--- src/hdl/b64se_pkg.sv ---
// ----------------------------------------------------------------------------
// b64se_pkg
// Types, constants and the character map shared by the base64 encoder.
// ----------------------------------------------------------------------------
package b64se_pkg;

	// position of the next byte within its three-byte group
	typedef enum logic [1:0] {
		PH_FIRST  = 2'd0,
		PH_SECOND = 2'd1,
		PH_THIRD  = 2'd2
	} phase_t;

	localparam logic [7:0] PAD_CHAR = 8'h3d;  // '='

	// one output symbol: a six-bit group or a pad
	typedef struct packed {
		logic       pad;
		logic [5:0] sextet;
	} sym_t;

	// work for one input byte: up to four symbols
	typedef struct packed {
		sym_t [3:0] syms;
		logic [1:0] last_idx;  // index of the last valid symbol
		logic       fin;
	} entry_t;

	function automatic logic [7:0] sextet_to_ascii(input logic [5:0] v);
		logic [7:0] c;
		c = 8'h2f;
		case (v) inside
			[6'd0:6'd25]:  c = 8'h41 + {2'b00, v};
			[6'd26:6'd51]: c = 8'h61 + {2'b00, v} - 8'd26;
			[6'd52:6'd61]: c = 8'h30 + {2'b00, v} - 8'd52;
			6'd62:         c = 8'h2b;
			default:       c = 8'h2f;
		endcase
		return c;
	endfunction

	function automatic logic [7:0] sym_to_ascii(input sym_t s);
		return s.pad ? PAD_CHAR : sextet_to_ascii(s.sextet);
	endfunction

endpackage

--- src/hdl/b64se_front.sv ---
// ----------------------------------------------------------------------------
// b64se_front
// Accepts raw bytes, tracks the group phase and leftover bits, and turns each
// byte into the list of symbols it produces.
// ----------------------------------------------------------------------------
module b64se_front (
	input  logic              clk,
	input  logic              arst_n,
	input  logic              in_valid,
	output logic              in_stall,
	input  logic [7:0]        data_byte,
	input  logic              final_byte,
	input  logic              q_full,
	output logic              push,
	output b64se_pkg::entry_t push_entry
);
	import b64se_pkg::*;

	phase_t     phase_q, phase_d;
	logic [3:0] carry_q, carry_d;

	assign in_stall = q_full;
	assign push     = in_valid && !q_full;

	// next state
	always_comb begin
		phase_d = phase_q;
		carry_d = carry_q;
		if (push) begin
			case (phase_q)
				PH_SECOND: begin
					phase_d = PH_THIRD;
					carry_d = data_byte[3:0];
				end
				PH_THIRD: begin
					phase_d = PH_FIRST;
					carry_d = 4'd0;
				end
				default: begin
					phase_d = PH_SECOND;
					carry_d = {2'b00, data_byte[1:0]};
				end
			endcase
			if (final_byte) begin
				phase_d = PH_FIRST;
				carry_d = 4'd0;
			end
		end
	end

	// symbols for the current byte
	always_comb begin
		push_entry          = '0;
		push_entry.fin      = final_byte;
		case (phase_q)
			PH_SECOND: begin
				push_entry.syms[0].sextet = {carry_q[1:0], data_byte[7:4]};
				if (final_byte) begin
					push_entry.syms[1].sextet = {data_byte[3:0], 2'b00};
					push_entry.syms[2].pad    = 1'b1;
					push_entry.last_idx       = 2'd2;
				end
			end
			PH_THIRD: begin
				push_entry.syms[0].sextet = {carry_q, data_byte[7:6]};
				push_entry.syms[1].sextet = data_byte[5:0];
				push_entry.last_idx       = 2'd1;
			end
			default: begin
				push_entry.syms[0].sextet = data_byte[7:2];
				if (final_byte) begin
					push_entry.syms[1].sextet = {data_byte[1:0], 4'b0000};
					push_entry.syms[2].pad    = 1'b1;
					push_entry.syms[3].pad    = 1'b1;
					push_entry.last_idx       = 2'd3;
				end
			end
		endcase
	end

	always_ff @(posedge clk or negedge arst_n) begin
		if (!arst_n) begin
			phase_q <= PH_FIRST;
			carry_q <= 4'd0;
		end else begin
			phase_q <= phase_d;
			carry_q <= carry_d;
		end
	end

endmodule

--- src/hdl/b64se_queue.sv ---
// ----------------------------------------------------------------------------
// b64se_queue
// Small register queue of per-byte work between front and back.
// ----------------------------------------------------------------------------
module b64se_queue #(
	parameter int DEPTH = 4
) (
	input  logic              clk,
	input  logic              arst_n,
	input  logic              push,
	input  b64se_pkg::entry_t push_entry,
	output logic              full,
	input  logic              pop,
	output logic              q_valid,
	output b64se_pkg::entry_t head_entry
);
	import b64se_pkg::*;

	localparam int PW = (DEPTH > 1) ? $clog2(DEPTH) : 1;
	localparam int CW = $clog2(DEPTH + 1);
	localparam logic [PW-1:0] LAST_PTR = PW'(DEPTH - 1);
	localparam logic [CW-1:0] FULL_CNT = CW'(DEPTH);

	entry_t        mem_q [DEPTH];
	logic [PW-1:0] wr_ptr_q, rd_ptr_q;
	logic [CW-1:0] count_q;

	assign full       = (count_q == FULL_CNT);
	assign q_valid    = (count_q != '0);
	assign head_entry = mem_q[rd_ptr_q];

	always_ff @(posedge clk) begin
		if (push) begin
			mem_q[wr_ptr_q] <= push_entry;
		end
	end

	always_ff @(posedge clk or negedge arst_n) begin
		if (!arst_n) begin
			wr_ptr_q <= '0;
			rd_ptr_q <= '0;
			count_q  <= '0;
		end else begin
			if (push) begin
				wr_ptr_q <= (wr_ptr_q == LAST_PTR) ? '0 : wr_ptr_q + 1'b1;
			end
			if (pop) begin
				rd_ptr_q <= (rd_ptr_q == LAST_PTR) ? '0 : rd_ptr_q + 1'b1;
			end
			if (push && !pop) begin
				count_q <= count_q + 1'b1;
			end else if (pop && !push) begin
				count_q <= count_q - 1'b1;
			end
		end
	end

endmodule

--- src/hdl/b64se_back.sv ---
// ----------------------------------------------------------------------------
// b64se_back
// Steps through the symbols of each queued byte and drives the registered
// output, one character per cycle while out_stall is low.
// ----------------------------------------------------------------------------
module b64se_back (
	input  logic              clk,
	input  logic              arst_n,
	input  logic              q_valid,
	input  b64se_pkg::entry_t head_entry,
	output logic              pop,
	output logic              out_valid,
	input  logic              out_stall,
	output logic [7:0]        out_char,
	output logic              run_end,
	output logic              text_end
);
	import b64se_pkg::*;

	entry_t     cur_q;
	logic       busy_q;
	logic [1:0] idx_q;
	logic       out_valid_q;
	logic [7:0] char_q;
	logic       run_end_q, text_end_q;

	logic adv, emit, last;

	assign adv  = !out_valid_q || !out_stall;
	assign emit = busy_q && adv;
	assign last = (idx_q == cur_q.last_idx);
	// fetch the next word as the current one hands over its last symbol
	assign pop  = q_valid && (!busy_q || (emit && last));

	assign out_valid = out_valid_q;
	assign out_char  = char_q;
	assign run_end   = run_end_q;
	assign text_end  = text_end_q;

	always_ff @(posedge clk) begin
		if (pop) begin
			cur_q <= head_entry;
		end
		if (emit) begin
			char_q     <= sym_to_ascii(cur_q.syms[idx_q]);
			run_end_q  <= last;
			text_end_q <= last && cur_q.fin;
		end
	end

	always_ff @(posedge clk or negedge arst_n) begin
		if (!arst_n) begin
			busy_q      <= 1'b0;
			idx_q       <= 2'd0;
			out_valid_q <= 1'b0;
		end else begin
			if (pop) begin
				busy_q <= 1'b1;
				idx_q  <= 2'd0;
			end else if (emit) begin
				busy_q <= !last;
				idx_q  <= idx_q + 2'd1;
			end
			if (emit) begin
				out_valid_q <= 1'b1;
			end else if (adv) begin
				out_valid_q <= 1'b0;
			end
		end
	end

endmodule

--- src/hdl/base64_stream_encoder.sv ---
// ----------------------------------------------------------------------------
// base64_stream_encoder
// Streaming base64 encoder (standard alphabet, '=' padded).
// ----------------------------------------------------------------------------
// One raw byte goes in per word; base64 characters come out one per cycle
// while out_stall is low. The front takes a byte every cycle while its queue
// has room and turns it into one to four symbols; the back drains the queue at
// one character per cycle while out_stall is low, so the output port sets the
// rate: a byte yields one character in group positions one and two, two in
// position three, and up to four when it is marked final. A byte is registered
// in the queue, then in the back's current entry, then as a character in the
// output register. QUEUE_DEPTH sets how many bytes the front may run ahead of
// the output. run_end flags the last character of each byte and text_end the
// last character of a final byte.
// ----------------------------------------------------------------------------
module base64_stream_encoder #(
	parameter int QUEUE_DEPTH = 4
) (
	input  logic       clk,
	input  logic       arst_n,
	input  logic       in_valid,
	output logic       in_stall,
	input  logic [7:0] data_byte,
	input  logic       final_byte,
	output logic       out_valid,
	input  logic       out_stall,
	output logic [7:0] out_char,
	output logic       run_end,
	output logic       text_end
);
	import b64se_pkg::*;

	logic   q_full, push, pop, q_valid;
	entry_t push_entry, head_entry;

	b64se_front u_front (
		.clk        (clk),
		.arst_n     (arst_n),
		.in_valid   (in_valid),
		.in_stall   (in_stall),
		.data_byte  (data_byte),
		.final_byte (final_byte),
		.q_full     (q_full),
		.push       (push),
		.push_entry (push_entry)
	);

	b64se_queue #(
		.DEPTH (QUEUE_DEPTH)
	) u_queue (
		.clk        (clk),
		.arst_n     (arst_n),
		.push       (push),
		.push_entry (push_entry),
		.full       (q_full),
		.pop        (pop),
		.q_valid    (q_valid),
		.head_entry (head_entry)
	);

	b64se_back u_back (
		.clk        (clk),
		.arst_n     (arst_n),
		.q_valid    (q_valid),
		.head_entry (head_entry),
		.pop        (pop),
		.out_valid  (out_valid),
		.out_stall  (out_stall),
		.out_char   (out_char),
		.run_end    (run_end),
		.text_end   (text_end)
	);

endmodule

--- config.mk ---
export PLATFORM = sky130hd
export DESIGN_NAME = base64_stream_encoder
export DESIGN_NICKNAME = d
export VERILOG_FILES = /design/src/hdl/b64se_pkg.sv /design/src/hdl/b64se_front.sv /design/src/hdl/b64se_queue.sv /design/src/hdl/b64se_back.sv /design/src/hdl/base64_stream_encoder.sv
export SDC_FILE = /design/constraint.sdc
export NUM_CORES = 1
export LEC_CHECK = 0
export BUFFER_PORTS_ARGS = -buffer_cell sky130_fd_sc_hd__clkbuf_2
export CAP_MARGIN = 20
export CORE_MARGIN = 8
export CORE_UTILIZATION = 65
export DETAILED_ROUTE_END_ITERATION = 10
export GPL_ROUTABILITY_DRIVEN = 0
export PLACE_DENSITY = 0.89
export SLEW_MARGIN = 5
export SYNTH_ARGS = -nofsm -noshare
export SYNTH_HDL_FRONTEND = slang
export SYNTH_SLANG_ARGS = --single-unit
--- constraint.sdc ---
create_clock -name clk -period 5 [get_ports clk]
set_clock_uncertainty 0.2 [all_clocks]
set_input_delay 1 -clock clk [delete_from_list [all_inputs] [get_ports clk]]
set_output_delay 1 -clock clk [all_outputs]
set_load 0.03 [all_outputs]
======== After elaboration in Yosys (flattened, before gate mapping) ========
Memories as Yosys holds them, arrays and structs flattened. A register that Yosys moved wholly into a read port is not among the register bits.
Index checks and enable logic that the tools add are counted.
word-level totals
  bits in writable memories ............... 68
  register bits after elaboration ......... 41
  memories ................................ 1
memories
  name           depth  bits a word  rd ports  clocked after memory_dff  wr ports  line               text
  u_queue.mem_q  4      17           1         1                         1         b64se_queue.sv:24  entry_t mem_q [DEPTH];
operators by class
  reductions and logical operators ........ 24
  equal/unequal tests ..................... 7
  multiplexer cells ....................... 31
  $lt $le $gt $ge ......................... 7
  add/sub/neg operators ................... 10
operators with widths
  operator                                                           number
  two-way mux 8 bit                                                  3
  adder 7 x 6 -> 8 bit, first input constant                         2
  case mux 8 bit (2 select lines)                                    1
  binary-select mux 7 bit (select 2 bit)                             1
  two-way mux 2 bit                                                  7
  less-or-equal comparator 6 bit, second input constant              2
  two-way mux 6 bit                                                  2
  case mux 6 bit (2 select lines)                                    1
  logical AND 1 bit                                                  10
  two-way mux 1 bit                                                  9
  two-way mux 3 bit                                                  3
  case mux 4 bit (2 select lines)                                    1
  subtractor 8 x 5 -> 8 bit, second input constant                   1
  subtractor 8 x 6 -> 8 bit, second input constant                   1
  adder 6 x 6 -> 7 bit, first input constant                         1
  zero test 1 bit                                                    7
  two-way mux 7 bit                                                  1
  adder 2 x 1 -> 2 bit, second input constant                        3
  == test 2 bit, second input constant                               3
  == test 6 bit, second input constant                               1
  greater-or-equal comparator 6 x 1 -> 1 bit, second input constant  1
  greater-or-equal comparator 6 x 5 -> 1 bit, second input constant  1
  greater-or-equal comparator 6 bit, second input constant           1
  less-or-equal comparator 6 x 5 -> 1 bit, second input constant     1
  other kinds (12)                                                   15

======== Longest topological paths before layout ========
Gate-level depths: netlist of the first run.
  depth in word-level cells ............... 9
  mapped depth ............................ 14
  mapped depth without buffers ............ 11

======== By module ========
Synthesis of the first run repeated with hierarchy kept, for this count alone.
unflattened totals
  cell total of the unflattened synthesis .. 465
  area, all modules ....................... 7998.9 sq um
by module, submodules not included
  module       cells an instance  instances  area an instance (sq um)
  b64se_queue  199                1          4933.5
  b64se_back   181                1          2378.5
  b64se_front  85                 1          686.9

======== Least setup slack after synthesis of the first run ========
No wires, ideal clock.
  path type ............................... reg2reg
  start point ............................. register u_back.idx_q[0]
  end point ............................... register u_back.char_q[2] (netlist: u_back.out_char[2]) (data pin)
  required time ........................... 4.537 ns
  cell stages (with the launch flop) ...... 13
  library setup time ...................... 0.263 ns
  setup slack ............................. 2.089 ns
  data arrival time ....................... 2.449 ns
  clock period less this slack ............ 2.911 ns
  buffers on the path ..................... 3
  path through ............................ dfrtp_1 buf_6 buf_4 mux2i_1 nor2_1 inv_1 ha_1 a221o_1 o31ai_4 buf_4 mux2_2 nand2_1 a31oi_1
on the way
  cells in the longest elaborated chain, start to end .. 7
  elaborated cells between the ends (all ways) .. 21
  those cells by class .................... add/sub: 5; order compare: 6; eq/ne: 1; mux: 6; reduce/logical: 3
RTL lines
  what                                               line              text
  from (decl)                                        b64se_back.sv:22  logic [1:0] idx_q;
  from (signal assigned)                             b64se_back.sv:62  idx_q <= idx_q + 2'd1;
  binary-select mux 7 bit (select 2 bit) *           b64se_back.sv:45  char_q <= sym_to_ascii(cur_q.syms[idx_q]);
  two-way mux 7 bit (not written as such) *          b64se_back.sv:45
  adder 6 x 6 -> 7 bit (tied with other cells)       b64se_pkg.sv:35   [6'd52:6'd61]: c = 8'h30 + {2'b00, v} - 8'd52;
  subtractor 8 x 6 -> 8 bit (tied with other cells)  b64se_pkg.sv:35
  two-way mux 8 bit (3 in a row)                     b64se_pkg.sv:32   case (v) inside
  to (signal assigned)                               b64se_back.sv:45
  to (decl)                                          b64se_back.sv:24  logic [7:0] char_q;
Mark *: on every way between the ends. The rest lies on a longest branch, timed or not. The select of a mux whose other input is x is not followed.
A chain may end at the register's enable or synchronous reset.

======== Worst setup path in the final report of the first run ========
  start point ............................. register u_back.idx_q[0]
  end point ............................... register u_back.char_q[4] (netlist: u_back.out_char[4]) (data pin)
on the way
  cells in the longest elaborated chain, start to end .. 7
  elaborated cells between the ends (all ways) .. 19
  those cells by class .................... add/sub: 5; order compare: 6; mux: 5; reduce/logical: 3
RTL lines
  what                                                                   line
  binary-select mux 7 bit (select 2 bit) *                               b64se_back.sv:45
  two-way mux 7 bit (not written as such) *                              b64se_back.sv:45
  adder 6 x 6 -> 7 bit (tied with other cells)                           b64se_pkg.sv:35
  subtractor 8 x 6 -> 8 bit / logical AND 1 bit (equally long branches)  b64se_pkg.sv:35, b64se_pkg.sv:43
  two-way mux 8 bit (3 in a row)                                         b64se_pkg.sv:32
Marks and branches as above.

==> implementation parameters, run 1 <==
Parameter                              Value

CTS
  CTS Buffer Depth ... 2
  # clock sinks ... 112
  Worst-Skew Late Latency ... 0.37 ns
  Buffer type at the clock tree root ... sky130_fd_sc_hd__clkbuf_8
  Clock tree from TritonCTS ... built
  Post-cts sizing count ... 0
  CTS Buf Count ... 9
  Hold bufs inserted after CTS ... 0
  Maximum level of the CTS H-tree ... 3
  Number of setup buffers added after CTS ... 0
  Clock-pin transition on the worst setup and hold timing paths ... 0.11 ns

Synth
  Post-synth top area share ... 0.543
  Net count after synthesis ... 398
  Top post-synthesis cells by area ... sky130_fd_sc_hd__edfxtp_1, sky130_fd_sc_hd__dfrtp_1, sky130_fd_sc_hd__mux4_2, sky130_fd_sc_hd__ha_1, sky130_fd_sc_hd__nand2_1
  Post-synth top flop ... sky130_fd_sc_hd__edfxtp_1
  Warnings from Yosys ... 0
  Flip-flop and latch count after synthesis ... 112
  Per-instance average area after synthesis ... 14.5 um^2
  Cell with the most instances after synthesis ... sky130_fd_sc_hd__edfxtp_1
  Gate count of the mapped netlist ... 363
  Share of the yosys chip area belonging to registers ... 0.624
  Most area-hungry cell type in the Yosys netlist ... sky130_fd_sc_hd__edfxtp_1
  Number of distinct library cell variants in the gate-level netlist after synthesis ... 51
  Mapped Area ... 0.00526 mm^2
  Synth top cells by count ... sky130_fd_sc_hd__edfxtp_1, sky130_fd_sc_hd__nand2_1, sky130_fd_sc_hd__ha_1, sky130_fd_sc_hd__nor2_1
  Share of flip-flops with an asynchronous set or reset after synthesis ... 0.152
  Number of enable flip-flop cells after synthesis ... 95

Cells and area
  Count of antenna diodes in the layout ... 0
  Fraction of layout instances using a drive strength above 1 ... 0.181
  Number of standard cells in the final layout excluding fillers ... 492
  Filler Cell Count ... 520
  Relative area change from synthesis to final layout ... 7.33%
  Final-stage net count ... 417

STA
  Highest Clock Rate ... 292 MHz
  Number of slew-limit violations in the final report ... 0
  Max-Slew Margin vs Limit ... 0.429
  Smallest hold slack ... 0.296 ns
  Part of the cycle the worst path needs ... 0.685
  Worst Max-Slew Pin Slew ... 0.856 ns
  Endpoints failing hold ... 0
  Unrepaired setup endpoints after global routing ... no
  Crit path time final ... 3.42 ns
  Post-Route Setup TNS ... 0 ns
  Final setup violation count ... 0

GRT
  Vias in the first global route ... 3135
  Global-route usage over all layers ... 0.173
  Pin count of the biggest net entering global routing ... 23
  Wire length of the first global-routing pass ... 15300 um
  Antenna violations before repair ... 0
  Overflow left after global routing ... 0

Critical path
  CP bufs+invs ... 1
  Cell family with most CP delay ... simple AND/OR/NAND/NOR gates
  Slowest cell on the critical path ... sky130_fd_sc_hd__dfrtp_1
  Ordered list of cells on the worst path ... mux2i_1, nor2_1, inv_1, ha_1, nor2b_1, o21a_1, o21a_1, and2_1, o31ai_1, a31o_2
  Largest driver fanout on the critical path ... 15
  Critical path data required time ... 4.93 ns
  Worst Path Arrival ... 3.36 ns
  CP peak stage delay ... 0.77 ns
  Category of the most critical setup path ... reg -> reg
  Critical path launch point type ... flop
  Dominant cell type by count on the critical path ... sky130_fd_sc_hd__o21a_1
  Critical Path Sink Type ... flop

Worst hold path
  Hold Crit Class ... reg -> reg

Routing
  WL/cell ... 19.0 um
  Initial DRC Count ... 174
  Final WL ... 9340 um
  Remaining design rule violation count ... 0
  Detail Route Antenna Nets ... 0
  First-pass iteration count of the detailed router ... 5
  Via density ... 6.17
  Total via count in the routed design ... 3035

Power and ir drop
  Gate power share ... 0.416
  Clock share of power ... 0.149
  Net switching power of the design ... 1.41 mW
  Power after layout ... 3.71 mW
  Share of total power in sequential cells ... 0.435
  Cell Pwr Density ... 658 mW/mm^2
  Worst vdd rail ir drop ... 0.000355 V
  Leakage power total ... 2.04 nW
  Switching share of total power ... 0.380
  Internal power component ... 2.30 mW

Place
  Number of buffers inserted by port buffering ... 24
  Placed Instances ... 476
  Final HPWL from detailed placement ... 6650 um

Floorplan
  Vertical extent of the die ... 106 um
  Die area ... 0.0112 mm^2
  Starting utilization of the core area ... 0.656
  Number of placed I/O pins ... 25
  Core area ... 0.00801 mm^2
  # rows ... 33
  Horiz. Die Dim ... 106 um

Flow run
  Max Cap Violations ... 0

Status
  Run status ... finished, final reports clean
## worst paths after layout
check                                          startpoint                                to  slack [ns]  cells after the start
max                           u_back.idx_q[0]$_DFFE_PN0P_  u_back.out_char[4]$_SDFFCE_PP1P_        1.58                     10
min                        u_front.carry_q[2]$_DFFE_PN0P_    u_front.carry_q[2]$_DFFE_PN0P_        0.30                      2
max reg2reg                   u_back.idx_q[0]$_DFFE_PN0P_  u_back.out_char[4]$_SDFFCE_PP1P_        1.58                     10
min reg2reg                u_front.carry_q[2]$_DFFE_PN0P_    u_front.carry_q[2]$_DFFE_PN0P_        0.30                      2
max in group asynchronous                          arst_n    u_front.carry_q[1]$_DFFE_PN0P_        3.93                      1
min in group asynchronous                          arst_n    u_queue.count_q[2]$_DFFE_PN0P_        0.36                      1
## kinds of logic after synthesis
family,synth area share
AO/OA/AOI/OAI,0.0764
XOR/XNOR,0.0233
adder cells (fa/ha/maj),0.0538
buffers and inverters,0.0262
flip-flops,0.624
multiplexers,0.0993
AND/OR/NAND/NOR,0.0974
## cell type report
type                            count  area, um^2  share of cell area
Sequential cell                   112        3280               0.581
Multi-Input combinational cell    220        1840               0.326
Tap cell                          105         131              0.0233
Timing Repair Buffer               25         128              0.0226
Clock buffer                        9         124              0.0220
Clock inverter                      7        87.6              0.0155
Inverter                           14        52.6             0.00931
## per-stage QoR
step | cell area (um^2) | worst slack, ns | utilization
global route | 5640 | 1.37 | 0.704
finish | 5640 | 1.58 | 0.704
CTS | 5640 | 1.62 | 0.704
floorplan | 5260 | 2.09 | -
detailed placement | 5430 | 1.65 | 0.678
global placement | 5430 | 1.78 | 0.678
## power groups by stage
stage	Combinational, mW	Sequential, mW	Clock, mW
2_1_floorplan	1.21	1.61	0
3_5_place_dp	1.54	1.63	0
3_3_place_gp	1.48	1.60	0
6_report	1.54	1.61	0.554
4_1_cts	1.55	1.62	0.565
5_1_grt	1.71	1.64	0.591
## flip-flops by register name (all words and copies together) (netlist names)
name and count:
u_back.run_end 1, u_back.cur_q 17, u_queue.wr_ptr_q 2, u_back.out_char 8, u_back.idx_q 2, u_queue.mem_q 68, u_queue.count_q 3, u_back.out_valid 1
u_queue.rd_ptr_q 2, u_back.busy_q 1, u_front.carry_q 4, u_back.text_end 1, u_front.phase_q 2
## cell usage in the layout (no fill, tap or decap), drive strengths merged, types with 3 or more instances in the layout
cell type / instances
edfxtp: 95
clkbuf: 33
nand2: 26
ha: 21
nor2: 21
inv: 18
mux4: 17
dfrtp: 17
o21ai: 15
a21oi: 10
nand3: 10
and2: 9
xnor2: 9
nor2b: 7
mux2i: 7
a22oi: 6
nand2b: 5
xor2: 5
mux2: 5
o22ai: 5
nor3: 5
a32oi: 4
o31ai: 4
o21a: 3
nand3b: 3
## worst min-delay path: cells and delay by family (launching register included)
| family | cells | cell delay, ns |
|---|---|---|
| flops | 1 | 0.37 |
| simple gates | 2 | 0.10 |
## layer usage
layer | vias to the layer above | part of all wire | GRT usage
met4 | 0 | 0.019 | 0.0603
met1 | 1509 | 0.39 | 0.198
met5 | - | 0 | 0
li1 | 1407 | - | -
met2 | 99 | 0.54 | 0.313
met3 | 20 | 0.048 | 0.0369
Note: power is estimated with default switching activity, not from simulation.
==> run 2, diff against run 1 <==
- CORE_UTILIZATION: 65 -> 55
- PLACE_DENSITY: 0.89 -> 0.8
- clock period: 5 -> 2.9 ns (I/O delays scaled with it)
==> implementation parameters, run 2 (same netlist as run 1, synthesis figures left out) <==
Parameter                              Value

Routing
  Final WL ... 9600 um (+2.7%)
  Initial DRC Count ... 201 (+16%)
  Via density ... 5.66 (-8.2%)
  WL/cell ... 17.5 um (-7.6%)
  First-pass iteration count of the detailed router ... 4 (-1)
  Total via count in the routed design ... 3098 (+2.1%)
  Remaining design rule violation count ... 0 (unchanged)
  Detail Route Antenna Nets ... 0 (unchanged)

Floorplan
  # rows ... 35 (+6.1%)
  Core area ... 0.00924 mm^2 (+15%)
  Die area ... 0.0129 mm^2 (+15%)
  Starting utilization of the core area ... 0.569 (-0.0873)
  Number of placed I/O pins ... 25 (unchanged)
  Horiz. Die Dim ... 114 um (+7.4%)
  Vertical extent of the die ... 114 um (+7.4%)

Critical path
  Worst Path Arrival ... 2.88 ns (-0.48 ns)
  Largest driver fanout on the critical path ... 8 (-7)
  Critical Path Start ... u_back.idx_q[0]$_DFFE_PN0P_
  Critical path data required time ... 2.93 ns (-2.00 ns)
  Critical path launch point type ... flop
  Critical Path Sink Type ... flop
  R2r startpoint ... u_back.idx_q[0]$_DFFE_PN0P_
  Category of the most critical setup path ... reg -> reg

Power and ir drop
  Gate power share ... 0.460 (+0.044)
  Net switching power of the design ... 2.57 mW (+82%)
  Switching share of total power ... 0.377 (-0.00337)
  Leakage power total ... 2.20 nW (+7.5%)
  Share of total power in sequential cells ... 0.404 (-0.031)
  Internal power component ... 4.24 mW (+84%)
  Cell Pwr Density ... 1140 mW/mm^2 (+73%)
  Worst vdd rail ir drop ... 0.000648 V (+83%)
  Clock share of power ... 0.136 (-0.013)

CTS
  Worst-Skew Late Latency ... 0.37 ns (about the same)
  CTS Buffer Depth ... 2 (unchanged)
  Buffer type at the clock tree root ... sky130_fd_sc_hd__clkbuf_8
  CTS Buf Count ... 9 (unchanged)
  Maximum level of the CTS H-tree ... 3 (unchanged)
  # clock sinks ... 112 (unchanged)
  Clock tree from TritonCTS ... built
  Clock-pin transition on the worst setup and hold timing paths ... 0.11 ns (about the same)

STA
  Highest Clock Rate ... 351 MHz (+20%)
  Endpoints failing hold ... 0 (unchanged)
  Worst Max-Slew Pin Slew ... 0.830 ns (-0.0260 ns)
  Max-Slew Margin vs Limit ... 0.447 (+0.0173)
  Final setup violation count ... 0 (unchanged)
  Smallest hold slack ... 0.269 ns (-0.0266 ns)
  Final worst setup slack ... 0.0531 ns (-1.52 ns)
  Crit path time final ... 2.85 ns (-0.578 ns)
  Number of slew-limit violations in the final report ... 0 (unchanged)
  Part of the cycle the worst path needs ... 0.982 (+0.297)

GRT
  Antenna violations before repair ... 0 (unchanged)
  Pin count of the biggest net entering global routing ... 23 (unchanged)
  Wire length of the first global-routing pass ... 15300 um (+0.45%)
  Global-route usage over all layers ... 0.152 (-0.0213)
  Overflow left after global routing ... 0 (unchanged)
  Vias in the first global route ... 3186 (+1.6%)

Cells and area
  Post-layout utilization of the core ... 0.646 (-0.0587)
  Relative area change from synthesis to final layout ... 13.5%
  Flip-flop count of the largest register, all copies and words added ... 68 (unchanged)
  Most frequent standard cell in the layout excluding fill and tap cells ... sky130_fd_sc_hd__edfxtp_1
  Count of antenna diodes in the layout ... 0 (unchanged)
  Final-stage net count ... 448 (+7.4%)
  Leading cell types in the layout, fill and taps excluded ... sky130_fd_sc_hd__edfxtp_1, sky130_fd_sc_hd__buf_4, sky130_fd_sc_hd__nand2_1, sky130_fd_sc_hd__clkbuf_2
  Fraction of layout instances using a drive strength above 1 ... 0.278 (+0.0966)
  Largest reg by FF count ... u_queue.mem_q

Place
  Final HPWL from detailed placement ... 6930 um (+4.3%)
  Number of buffers inserted by port buffering ... 24 (unchanged)
  Worst setup slack before clock tree synthesis ... -0.0306 ns (-1.68 ns)

Status
  Run status ... finished, final reports clean

Flow run
  Max Cap Violations ... 0 (unchanged)

Worst hold path
  Hold Crit Class ... in -> reg
  HP Start ... data_byte[3]
==> run 2: cell types whose count changed in the layout (fill, tap and decap cells not counted), moves of 2 or more <==
cell                      previous run  this run
sky130_fd_sc_hd__nor2_1             20        18
sky130_fd_sc_hd__ha_1               21        18
sky130_fd_sc_hd__inv_6               3         1
sky130_fd_sc_hd__inv_8               1         3
sky130_fd_sc_hd__buf_4               1        28
sky130_fd_sc_hd__ha_2                0         3
sky130_fd_sc_hd__dfrtp_2             0         2
sky130_fd_sc_hd__mux2i_1             6         4
sky130_fd_sc_hd__dfrtp_1            17        15
sky130_fd_sc_hd__buf_6               0         3
==> run 2: metrics by stage <==
step | cells | TNS (ns) | power, mW | area (um^2)
finish | 547 | 0 | 6.80 | 5970
global route | 547 | -0.0357 | 7.23 | 5970
CTS | 541 | 0 | 6.67 | 5860
detailed placement | 524 | -0.0377 | 5.75 | 5640
global placement | 524 | 0 | 5.62 | 5640
floorplan | 363 | 0 | 4.86 | 5260
==> run 2: critical path, stage by stage, from the launching register on <==
cell	delay (ns)
sky130_fd_sc_hd__dfrtp_2	0.49
sky130_fd_sc_hd__buf_6	0.13
sky130_fd_sc_hd__mux2i_4	0.23
sky130_fd_sc_hd__nor2_4	0.07
sky130_fd_sc_hd__buf_4	0.16
sky130_fd_sc_hd__ha_1	0.20
sky130_fd_sc_hd__a221o_1	0.41
sky130_fd_sc_hd__o31ai_4	0.08
sky130_fd_sc_hd__buf_6	0.16
sky130_fd_sc_hd__nand3_2	0.08
sky130_fd_sc_hd__or3b_1	0.36
sky130_fd_sc_hd__a21oi_1	0.14
==> run 2: final cells by class <==
type                       instances  area, um^2
inverter                          14        52.6
clock inverter                     6        67.6
tap                              129         161
sequential                       112        3280
clock buffer                      10         138
multi-input combinational        220        1890
fill                             661        3270
timing repair buffer              56         374
==> run 2: repair_timing <==
action | 4_1_cts | 5_1_grt
hold endpoints to repair | 17 | 0
hold buffers | 1 | 0
gates cloned | 0 | 0
setup endpoints to repair | 2 | 7
buffers inserted | 0 | 6
resized for setup | 1 | 18
pin swaps | 0 | 8
==> run 2: final timing paths <==
check                      cells past startpoint  slack (ns)                          endpoint
setup / recovery                              11        0.05  u_back.out_char[7]$_SDFFCE_PP0P_
hold / removal                                 3        0.27    u_front.carry_q[3]$_DFFE_PN0P_
setup reg to reg                              11        0.05  u_back.out_char[7]$_SDFFCE_PP0P_
hold reg to reg                                2        0.30    u_front.carry_q[2]$_DFFE_PN0P_
max in group asynchronous                      2        1.67       u_back.idx_q[0]$_DFFE_PN0P_
min in group asynchronous                      2        0.47    u_front.phase_q[0]$_DFFE_PN0P_
==> run 2: power groups by stage <==
stage	Sequential, mW	Combinational, mW	Clock (mW)
6_report	2.75	3.13	0.923
5_1_grt	2.80	3.43	0.998
4_1_cts	2.75	2.98	0.945
3_5_place_dp	2.78	2.97	0
3_3_place_gp	2.74	2.88	0
2_1_floorplan	2.77	2.09	0
==> run 2: routing by layer <==
metal | vias up | wire length (um) | track usage
met2 | 94 | 5030 | 0.265
li1 | 1467 | - | -
met1 | 1514 | 3890 | 0.172
met5 | - | 0 | 0
met4 | 0 | 242 | 0.0622
met3 | 23 | 427 | 0.0417
